$ cat src/hw/rtl/fud_pkg.sv
// ----------------------------------------------------------------------------
// fud_pkg
// Shared types and character constants for the form-urlencoded decoder.
// ----------------------------------------------------------------------------
package fud_pkg;

  localparam logic [7:0] CHAR_PLUS    = 8'h2B;  // '+'
  localparam logic [7:0] CHAR_PERCENT = 8'h25;  // '%'
  localparam logic [7:0] CHAR_EQUALS  = 8'h3D;  // '='
  localparam logic [7:0] CHAR_AMP     = 8'h26;  // '&'
  localparam logic [7:0] CHAR_SPACE   = 8'h20;  // ' '

  typedef enum logic [1:0] {
    ESC_NONE = 2'd0,
    ESC_PCT  = 2'd1,
    ESC_HI   = 2'd2
  } esc_phase_t;

  typedef struct packed {
    logic       value_mode;
    esc_phase_t escape_phase;
    logic [3:0] high_nibble;
    logic       dropping;
  } parse_state_t;

  localparam parse_state_t STATE_RESET = '{
    value_mode:   1'b0,
    escape_phase: ESC_NONE,
    high_nibble:  4'd0,
    dropping:     1'b0
  };

  typedef struct packed {
    logic [7:0] out_byte;
    logic       byte_valid;
    logic       in_value;
    logic       key_done;
    logic       pair_done;
    logic       error;
  } result_t;

endpackage

$ cat src/hw/rtl/fud_step.sv
// ----------------------------------------------------------------------------
// fud_step
// One decode step: current parse state and one byte in, next state and an
// optional result out. Purely combinational.
// ----------------------------------------------------------------------------
module fud_step (
  input  fud_pkg::parse_state_t state,
  input  logic [7:0]            in_byte,
  input  logic                  in_last,
  output fud_pkg::parse_state_t state_next,
  output logic                  emit,
  output fud_pkg::result_t      result
);
  import fud_pkg::*;

  logic       hex_ok;
  logic [3:0] hex_val;
  logic       raise_err;
  logic       normal;

  // hex digit decode, either case
  always_comb begin
    hex_ok  = 1'b1;
    hex_val = 4'd0;
    if (in_byte >= 8'h30 && in_byte <= 8'h39) begin
      hex_val = 4'(in_byte - 8'h30);
    end else if (in_byte >= 8'h61 && in_byte <= 8'h66) begin
      hex_val = 4'(in_byte - 8'h57);
    end else if (in_byte >= 8'h41 && in_byte <= 8'h46) begin
      hex_val = 4'(in_byte - 8'h37);
    end else begin
      hex_ok = 1'b0;
    end
  end

  always_comb begin
    state_next        = state;
    emit              = 1'b0;
    raise_err         = 1'b0;
    normal            = 1'b0;
    result            = '0;
    result.in_value   = state.value_mode;

    if (state.dropping) begin
      if (in_last) begin
        state_next = STATE_RESET;
      end
    end else begin
      case (state.escape_phase)
        ESC_PCT: begin
          if (!hex_ok || in_last) begin
            raise_err = 1'b1;
          end else begin
            state_next.high_nibble  = hex_val;
            state_next.escape_phase = ESC_HI;
          end
        end
        ESC_HI: begin
          if (!hex_ok) begin
            raise_err = 1'b1;
          end else begin
            normal                  = 1'b1;
            result.out_byte         = {state.high_nibble, hex_val};
            result.byte_valid       = 1'b1;
            state_next.escape_phase = ESC_NONE;
            state_next.high_nibble  = 4'd0;
          end
        end
        ESC_NONE: begin
          if (in_byte == CHAR_PLUS) begin
            normal            = 1'b1;
            result.out_byte   = CHAR_SPACE;
            result.byte_valid = 1'b1;
          end else if (in_byte == CHAR_PERCENT) begin
            if (in_last) begin
              raise_err = 1'b1;
            end else begin
              state_next.escape_phase = ESC_PCT;
            end
          end else if (!state.value_mode && in_byte == CHAR_EQUALS) begin
            normal                = 1'b1;
            result.key_done       = 1'b1;
            state_next.value_mode = 1'b1;
          end else if (state.value_mode && in_byte == CHAR_AMP) begin
            normal                = 1'b1;
            result.pair_done      = 1'b1;
            state_next.value_mode = 1'b0;
          end else begin
            normal            = 1'b1;
            result.out_byte   = in_byte;
            result.byte_valid = 1'b1;
          end
        end
        default: begin
          raise_err = 1'b1;
        end
      endcase

      if (raise_err) begin
        emit              = 1'b1;
        result            = '0;
        result.in_value   = state.value_mode;
        result.error      = 1'b1;
        if (in_last) begin
          state_next = STATE_RESET;
        end else begin
          state_next.escape_phase = ESC_NONE;
          state_next.high_nibble  = 4'd0;
          state_next.dropping     = 1'b1;
        end
      end else if (normal) begin
        emit = 1'b1;
        if (in_last) begin
          // end of body closes the key (if open) and the pair
          if (!state.value_mode) begin
            result.key_done = 1'b1;
          end
          result.pair_done = 1'b1;
          state_next       = STATE_RESET;
        end
      end
    end
  end

endmodule

$ cat src/hw/rtl/form_urlencoded_decoder_unit.sv
// ----------------------------------------------------------------------------
// form_urlencoded_decoder_unit
// Streaming decoder for an application/x-www-form-urlencoded body.
// ----------------------------------------------------------------------------
// Usage:
//  - Input channel (in_valid/in_ready, in_byte, in_last) takes one raw byte
//    per transfer; in_last marks the final byte of a body.
//  - Output channel (out_valid/out_ready) carries at most one result per
//    input byte: a decoded byte, a key/pair terminator, or an error flag.
//    Escape bytes ('%' and the first hex digit) and bytes dropped after an
//    error give no result.
//  - Path: a byte taken on the input channel sits in the input register, is
//    decoded there and lands in the result register, which drives the
//    output channel.
//  - Throughput: one byte per cycle while no result is stalled, set by the
//    single decode step between input register and result register; the
//    parse state updates as each byte leaves the input register.
//  - Stall: when the receiver holds out_ready low the result register holds,
//    the input register holds its byte, and in_ready drops. A byte that
//    yields no result still moves on, so stalls only bite on results.
//  - Reset (rst, synchronous): both registers empty, parse state back to
//    key mode with no escape pending and no error.
// ----------------------------------------------------------------------------
module form_urlencoded_decoder_unit (
  input  logic       clk,
  input  logic       rst,
  input  logic       in_valid,
  output logic       in_ready,
  input  logic [7:0] in_byte,
  input  logic       in_last,
  output logic       out_valid,
  input  logic       out_ready,
  output logic [7:0] out_byte,
  output logic       byte_valid,
  output logic       in_value,
  output logic       key_done,
  output logic       pair_done,
  output logic       error
);
  import fud_pkg::*;

  // input register
  logic         s1_valid;
  logic [7:0]   s1_byte;
  logic         s1_last;

  // parse state
  parse_state_t state;
  parse_state_t state_next;

  // decode step outputs
  logic         step_emit;
  result_t      step_result;

  // result register
  result_t      res;

  logic         out_free;
  logic         s1_advance;

  fud_step u_step (
    .state      (state),
    .in_byte    (s1_byte),
    .in_last    (s1_last),
    .state_next (state_next),
    .emit       (step_emit),
    .result     (step_result)
  );

  // result slot can take a new result this cycle
  assign out_free   = !out_valid || out_ready;
  // byte in the input register retires if it needs no slot or one is free
  assign s1_advance = s1_valid && (!step_emit || out_free);
  assign in_ready   = !s1_valid || s1_advance;

  always_ff @(posedge clk) begin
    if (rst) begin
      s1_valid <= 1'b0;
    end else if (in_ready) begin
      s1_valid <= in_valid;
    end
  end

  always_ff @(posedge clk) begin
    if (in_valid && in_ready) begin
      s1_byte <= in_byte;
      s1_last <= in_last;
    end
  end

  always_ff @(posedge clk) begin
    if (rst) begin
      state <= STATE_RESET;
    end else if (s1_advance) begin
      state <= state_next;
    end
  end

  always_ff @(posedge clk) begin
    if (rst) begin
      out_valid <= 1'b0;
    end else if (out_free) begin
      out_valid <= s1_advance && step_emit;
    end
  end

  always_ff @(posedge clk) begin
    if (s1_advance && step_emit) begin
      res <= step_result;
    end
  end

  assign out_byte   = res.out_byte;
  assign byte_valid = res.byte_valid;
  assign in_value   = res.in_value;
  assign key_done   = res.key_done;
  assign pair_done  = res.pair_done;
  assign error      = res.error;

endmodule

$ cat config.mk
export PLATFORM = sky130hd
export DESIGN_NAME = form_urlencoded_decoder_unit
export DESIGN_NICKNAME = d
export VERILOG_FILES = /design/src/hw/rtl/fud_pkg.sv /design/src/hw/rtl/fud_step.sv /design/src/hw/rtl/form_urlencoded_decoder_unit.sv
export SDC_FILE = /design/constraint.sdc
export NUM_CORES = 1
export LEC_CHECK = 0
export ABC_CLOCK_PERIOD_IN_PS = 3900
export BUFFER_PORTS_ARGS = -buffer_cell sky130_fd_sc_hd__buf_4
export CAP_MARGIN = 20
export CORE_ASPECT_RATIO = 1.2
export CORE_UTILIZATION = 55
export DETAILED_ROUTE_END_ITERATION = 10
export HOLD_SLACK_MARGIN = 0.15
export PLACE_DENSITY = 0.85
export SLEW_MARGIN = 20
export SYNTH_ARGS = -nofsm -noshare
export SYNTH_HDL_FRONTEND = slang
export SYNTH_SLANG_ARGS = --single-unit
$ cat constraint.sdc
create_clock -name clk -period 3.9 [get_ports clk]
set_clock_uncertainty 0.1 [all_clocks]
set_input_delay 0.78 -clock clk [delete_from_list [all_inputs] [get_ports clk]]
set_output_delay 0.78 -clock clk [all_outputs]
set_load 0.005 [all_outputs]
==> flow_summary.ini, run 1 <==
[floorplan]
rows = 22
die_w_um = 54.4
die_area_mm2 = 0.00353
core-area_mm2 = 0.00311
start_util_pct = 58.3
die_h_um = 64.9
io_pins = 28

[synthesis]
avgSynthCellArea_um2 = 10.9
ys_seq_area_share_pct = 47.4
synth_edf_count = 22
synth_seq_cells = 32
netlist_instances = 167
synth_top_area_cell = edfxtp_1
synth_fp_nets = 188
postSynth.asyncResetShare_pct = 0
synth_common_cells = edfxtp_1 (22), nor2_1 (17), nand2_1 (14)
synthTopCellsByArea = edfxtp_1 (36%), dfxtp_1 (11%), ha_1 (5.5%), nor2_1 (3.5%), nand2_1 (2.9%)
syn_area_mm2 = 0.00181
netlist.area_leader.share_pct = 36.4
yosysMostFrequentCell = edfxtp_1
synthFlopType = edfxtp_1
ys_types = 55
synth_warnings = 0

[clock_tree]
clockBufferDepth = 2
clock_sinks = 32
path_clk_slew_ns = 0.09
cts_tree = yes
cts_max_level = 2
holdBufCountCts = 0
clock_latency_ns = 0.34
cts_root_buf = clkbuf_4
postCtsSetupRepairBufs = 0
cts_buffers = 5
cts_repair_resize_count = 0

[placement]
port_buffers = 27
place.detailed.hpwl_um = 2990
place_congestion = 0.957
detailedPlace.worstSlack_ns = 0.725
placed_cells_incl_taps = 228

[detailed_routing]
drtIter0Drc = 126
drc = 0
drtAntennaViolNets = 0
totalWireLength_um = 3880
wl_per_cell_um = 16.4
vias_per_cell = 6.26
via_count = 1477
drtPass1Iterations = 5

[finish]
layout.cells.non_filler = 236
fin_nets = 220
diodes = 0
area_growth_pct = 17.0
drive_above_1_share_pct = 27.0
seq_area_um2 = 861
multi_input_area_um2 = 892
num-fill-cells = 236

[min_path]
hold_path.class = flop to flop

[critical_path]
crit_required_ns = 3.02
crit_fanout = 7
startpoint_type = flop
end_kind = output pin
crit_family = compound AO/OA/AOI/OAI gates
crit_chain = inv_1, ha_1, o21ba_2, o21ai_4, a31oi_4, o21bai_2, o21ai_0, or2_2, buf_4
crit_type = flop to output pin
slowest_delay_ns = 0.45
crit_slowest_cell = edfxtp_1
cp_num_buf_inv = 2
cp.arrival_ns = 2.68

[run]
maxCapViolCount = 0

[sta]
setup_ws_ns = 0.338
setup_viol = 0
worst_pin_slew_ns = 0.624
rsz0062_at_grt = false
hold_viol = 0
maxSlewHeadroom_pct = 58.0
finalCriticalPeriod_ns = 3.56
period_share_pct = 91.3
final_max_slew_viol_count = 0
max_freq_ghz = 0.281
tns_ns = 0

[grt]
antenna_found_initial = 0
grt_pass1_vias = 1358
overflow = 0
grt_first_pass_wirelength_um = 6220
globalRouteTotalUtil_pct = 25.3
grt_max_degree = 14

[power]
p_leak_nw = 0.811
pwr-share-comb_pct = 10.1
p_clk_share_pct = 34.8
peakVddDrop_mv = 0.304
p_int_w = 0.000546
sw_frac_of_total_pct = 22.7
power.net_switching_w = 0.000161
pwr-share-seq_pct = 55.2
powerDensity_mw_per_mm2 = 333

[status]
status = completed
per-stage QoR:
step           cell area (um^2)  hold slack [ns]  power (W)  utilization (%)
2_1_floorplan              1810            0.341   0.000436                -
3_3_place_gp               2050            0.355   0.000466             65.8
3_5_place_dp               2050            0.370   0.000468             65.8
4_1_cts                    2120            0.384   0.000709             68.2
5_1_grt                    2120            0.404   0.000732             68.2
6_report                   2120            0.381   0.000707             68.2
path summary, 6_finish.rpt:
path / from / to / slack [ns] / depth (start not counted)
hold reg to reg: state[3]$_SDFFE_PP0P_ / state[3]$_SDFFE_PP0P_ / 0.38 / 2
setup / recovery: s1_byte[1]$_DFFE_PP_ / in_ready / 0.34 / 9
setup reg to reg: s1_byte[0]$_DFFE_PP_ / s1_byte[2]$_DFFE_PP_ / 0.96 / 8
hold / removal: state[3]$_SDFFE_PP0P_ / state[3]$_SDFFE_PP0P_ / 0.38 / 2
cell type report:
cell class / instances / area share [%]
clock buffer: 6 / 1.95
clock inverter: 2 / 1.65
inverter: 10 / 1.77
multi-input combinational: 122 / 42.0
sequential: 32 / 40.6
tap: 36 / 2.12
timing repair buffer: 28 / 9.91
routing by layer:
layer | routed length, um | track usage (%)
met1 | 1490 | 29.0
met2 | 1920 | 40.2
met3 | 316 | 7.75
met4 | 145 | 14.4
met5 | 0 | 0
kinds of logic (layout without fill, tap and decap cells):
family          Yosys count  in the layout  share of synthesized area [%]
simple gates             65             65                           21.2
compound gates           45             45                           20.4
flops                    32             32                           47.4
buf+inv                  13             46                           3.38
fa+ha+maj                 8              8                           5.52
xor+xnor                  3              3                           1.45
mux                       1              1                          0.552
cells in the final DEF (no fill, tap or decap), types with 5 or more instances in the layout:
master     n
a21oi_1    8
buf_4     28
clkbuf_4   5
dfxtp_1   10
edfxtp_1  22
ha_1       8
inv_1     10
nand2_1   14
nand4_1    5
nor2_1    17
flip-flops by register name, indices dropped and copies added (netlist names):
name        count
out_valid       1
out_byte        8
in_value        1
s1_last         1
byte_valid      1
key_done        1
error           1
state           8
s1_byte         8
s1_valid        1
pair_done       1
worst register-to-register path, delay by kind of cell (launching register included):
kind	cells	cell delay [ns]
buf+inv	1	0.18
flops	1	0.45
fa+ha+maj	1	0.21
simple gates	5	1.34
compound gates	1	0.32
power by group through the flow:
stage | Combinational, W | Clock [W] | Sequential, W
final | 0.0000712 | 0.000246 | 0.000390
after detailed placement | 0.0000704 | 0 | 0.000398
after CTS | 0.0000707 | 0.000249 | 0.000390
after global placement | 0.0000695 | 0 | 0.000397
after global routing | 0.0000775 | 0.000263 | 0.000391
after floorplan | 0.0000425 | 0 | 0.000394
No activity file was read; power rests on OpenSTA's default activity.
==> run 2: changes to the inputs <==
--- a/constraint.sdc
+++ b/constraint.sdc
@@ -4,2 +4,2 @@
 set_output_delay 0.78 -clock clk [all_outputs]
-set_load 0.005 [all_outputs]
+set_load 0.01 [all_outputs]
==> flow_summary.ini, run 2 (synthesis gave the netlist of run 1 again) <==
[detailed_routing]
drtAntennaViolNets = 0
drtIter0Drc = 87
drtPass1Iterations = 4
totalWireLength_um = 3780
drc = 0
via_count = 1448
drt-met1-wl_um = 1550
wl_per_cell_um = 16.0
routed.top_layer = met4
route.met2.wl_um = 1890
met3_length_um = 249
vias_per_cell = 6.14

[clock_tree]
cts_tree = yes
clock_latency_ns = 0.34
cts_buffers = 5
path_clk_slew_ns = 0.09
cts_root_buf = clkbuf_4
clockBufferDepth = 2
postCtsSetupRepairBufs = 0
clock_sinks = 32
cts_repair_resize_count = 0
holdBufCountCts = 0
cts_max_level = 2

[finish]
drive_above_1_share_pct = 27.0
layout.cells.non_filler = 236
seq_area_um2 = 861
fin_nets = 220
num-fill-cells = 249
layout_commonest_cell = buf_4
multi_input_area_um2 = 892
area_growth_pct = 17.0
diodes = 0
final_cell_mix = buf_4 (28), edfxtp_1 (22), nor2_1 (17)

[sta]
period_share_pct = 91.4
final_max_slew_viol_count = 0
hold_viol = 0
rsz0062_at_grt = false
max_freq_ghz = 0.281
maxSlewHeadroom_pct = 56.5
tns_ns = 0
worst_pin_slew_ns = 0.646
finalCriticalPeriod_ns = 3.56
setup_viol = 0

[critical_path]
timing.rr.end = s1_byte[2]$_DFFE_PP_
crit_type = flop to output pin
crit_required_ns = 3.02
end_kind = output pin
crit_fanout = 5
r2r_cells = 8
startpoint_type = flop
worstReg2RegStart = s1_byte[1]$_DFFE_PP_
regToRegSetupSlack_ns = 0.94
cp-startpoint = s1_byte[0]$_DFFE_PP_
endpoint = in_ready
cp.arrival_ns = 2.68

[placement]
port_buffers = 27
placed_cells_incl_taps = 228
place_congestion = 0.963
place.detailed.hpwl_um = 2880

[grt]
grt_first_pass_wirelength_um = 6330
grt_max_degree = 14
antenna_found_initial = 0
overflow = 0
grt_pass1_vias = 1363
globalRouteTotalUtil_pct = 25.1

[floorplan]
io_pins = 28
core-area_mm2 = 0.00311
start_util_pct = 58.3
die_h_um = 64.9
die_area_mm2 = 0.00353
rows = 22
die_w_um = 54.4

[power]
p_leak_nw = 0.811
peakVddDrop_mv = 0.278
powerDensity_mw_per_mm2 = 335

[min_path]
whs_path_depth = 2
hold_path.class = flop to flop

[status]
status = completed

[run]
maxCapViolCount = 0
-- run 2: layer usage --
| layer | global-route usage (%) | vias to the layer above |
|---|---|---|
| li1 | - | 694 |
| met1 | 31.0 | 688 |
| met2 | 40.1 | 56 |
| met3 | 7.28 | 10 |
| met4 | 9.94 | 0 |
| met5 | 0 | - |
-- run 2: worst min path at each step --
stage                                from                     to  slack [ns]
floorplan           s1_valid$_SDFFE_PP0P_  state[0]$_SDFFE_PP0P_        0.34
detailed placement  state[2]$_SDFFE_PP0P_  state[2]$_SDFFE_PP0P_        0.36
global route        state[2]$_SDFFE_PP0P_  state[2]$_SDFFE_PP0P_        0.41
finish              state[2]$_SDFFE_PP0P_  state[2]$_SDFFE_PP0P_        0.38
CTS                 state[2]$_SDFFE_PP0P_  state[2]$_SDFFE_PP0P_        0.38
global placement    state[3]$_SDFFE_PP0P_  state[3]$_SDFFE_PP0P_        0.36
-- run 2: cell type report --
cell class	instances	share of cell area [%]
sequential	32	40.6
clock buffer	6	1.95
timing repair buffer	28	9.91
inverter	10	1.77
multi-input combinational	122	42.0
tap	36	2.12
clock inverter	2	1.65
-- run 2: where the power goes --
group          total [W]  internal (W)  switching (W)
sequential      0.000390      0.000378      0.0000119
combinational  0.0000740     0.0000345      0.0000395
clock           0.000247      0.000134       0.000113
-- run 2: through the flow --
stage | worst slack [ns] | hold slack (ns) | power, W | utilization, % | cell area (um^2)
6_report | 0.336 | 0.383 | 0.000711 | 68.2 | 2120
5_1_grt | 0.231 | 0.408 | 0.000739 | 68.2 | 2120
4_1_cts | 0.367 | 0.380 | 0.000711 | 68.2 | 2120
3_5_place_dp | 0.744 | 0.365 | 0.000470 | 65.8 | 2050
3_3_place_gp | 0.838 | 0.355 | 0.000469 | 65.8 | 2050
2_1_floorplan | 1.05 | 0.341 | 0.000439 | - | 1810
-- run 2: critical path, stage by stage, from the launching register on --
cell	delay (ns)
edfxtp_1	0.45
inv_1	0.17
ha_1	0.20
or3b_4	0.41
nand3_4	0.11
a31oi_4	0.11
o21bai_2	0.24
o21ai_0	0.17
or2_2	0.33
buf_4	0.15
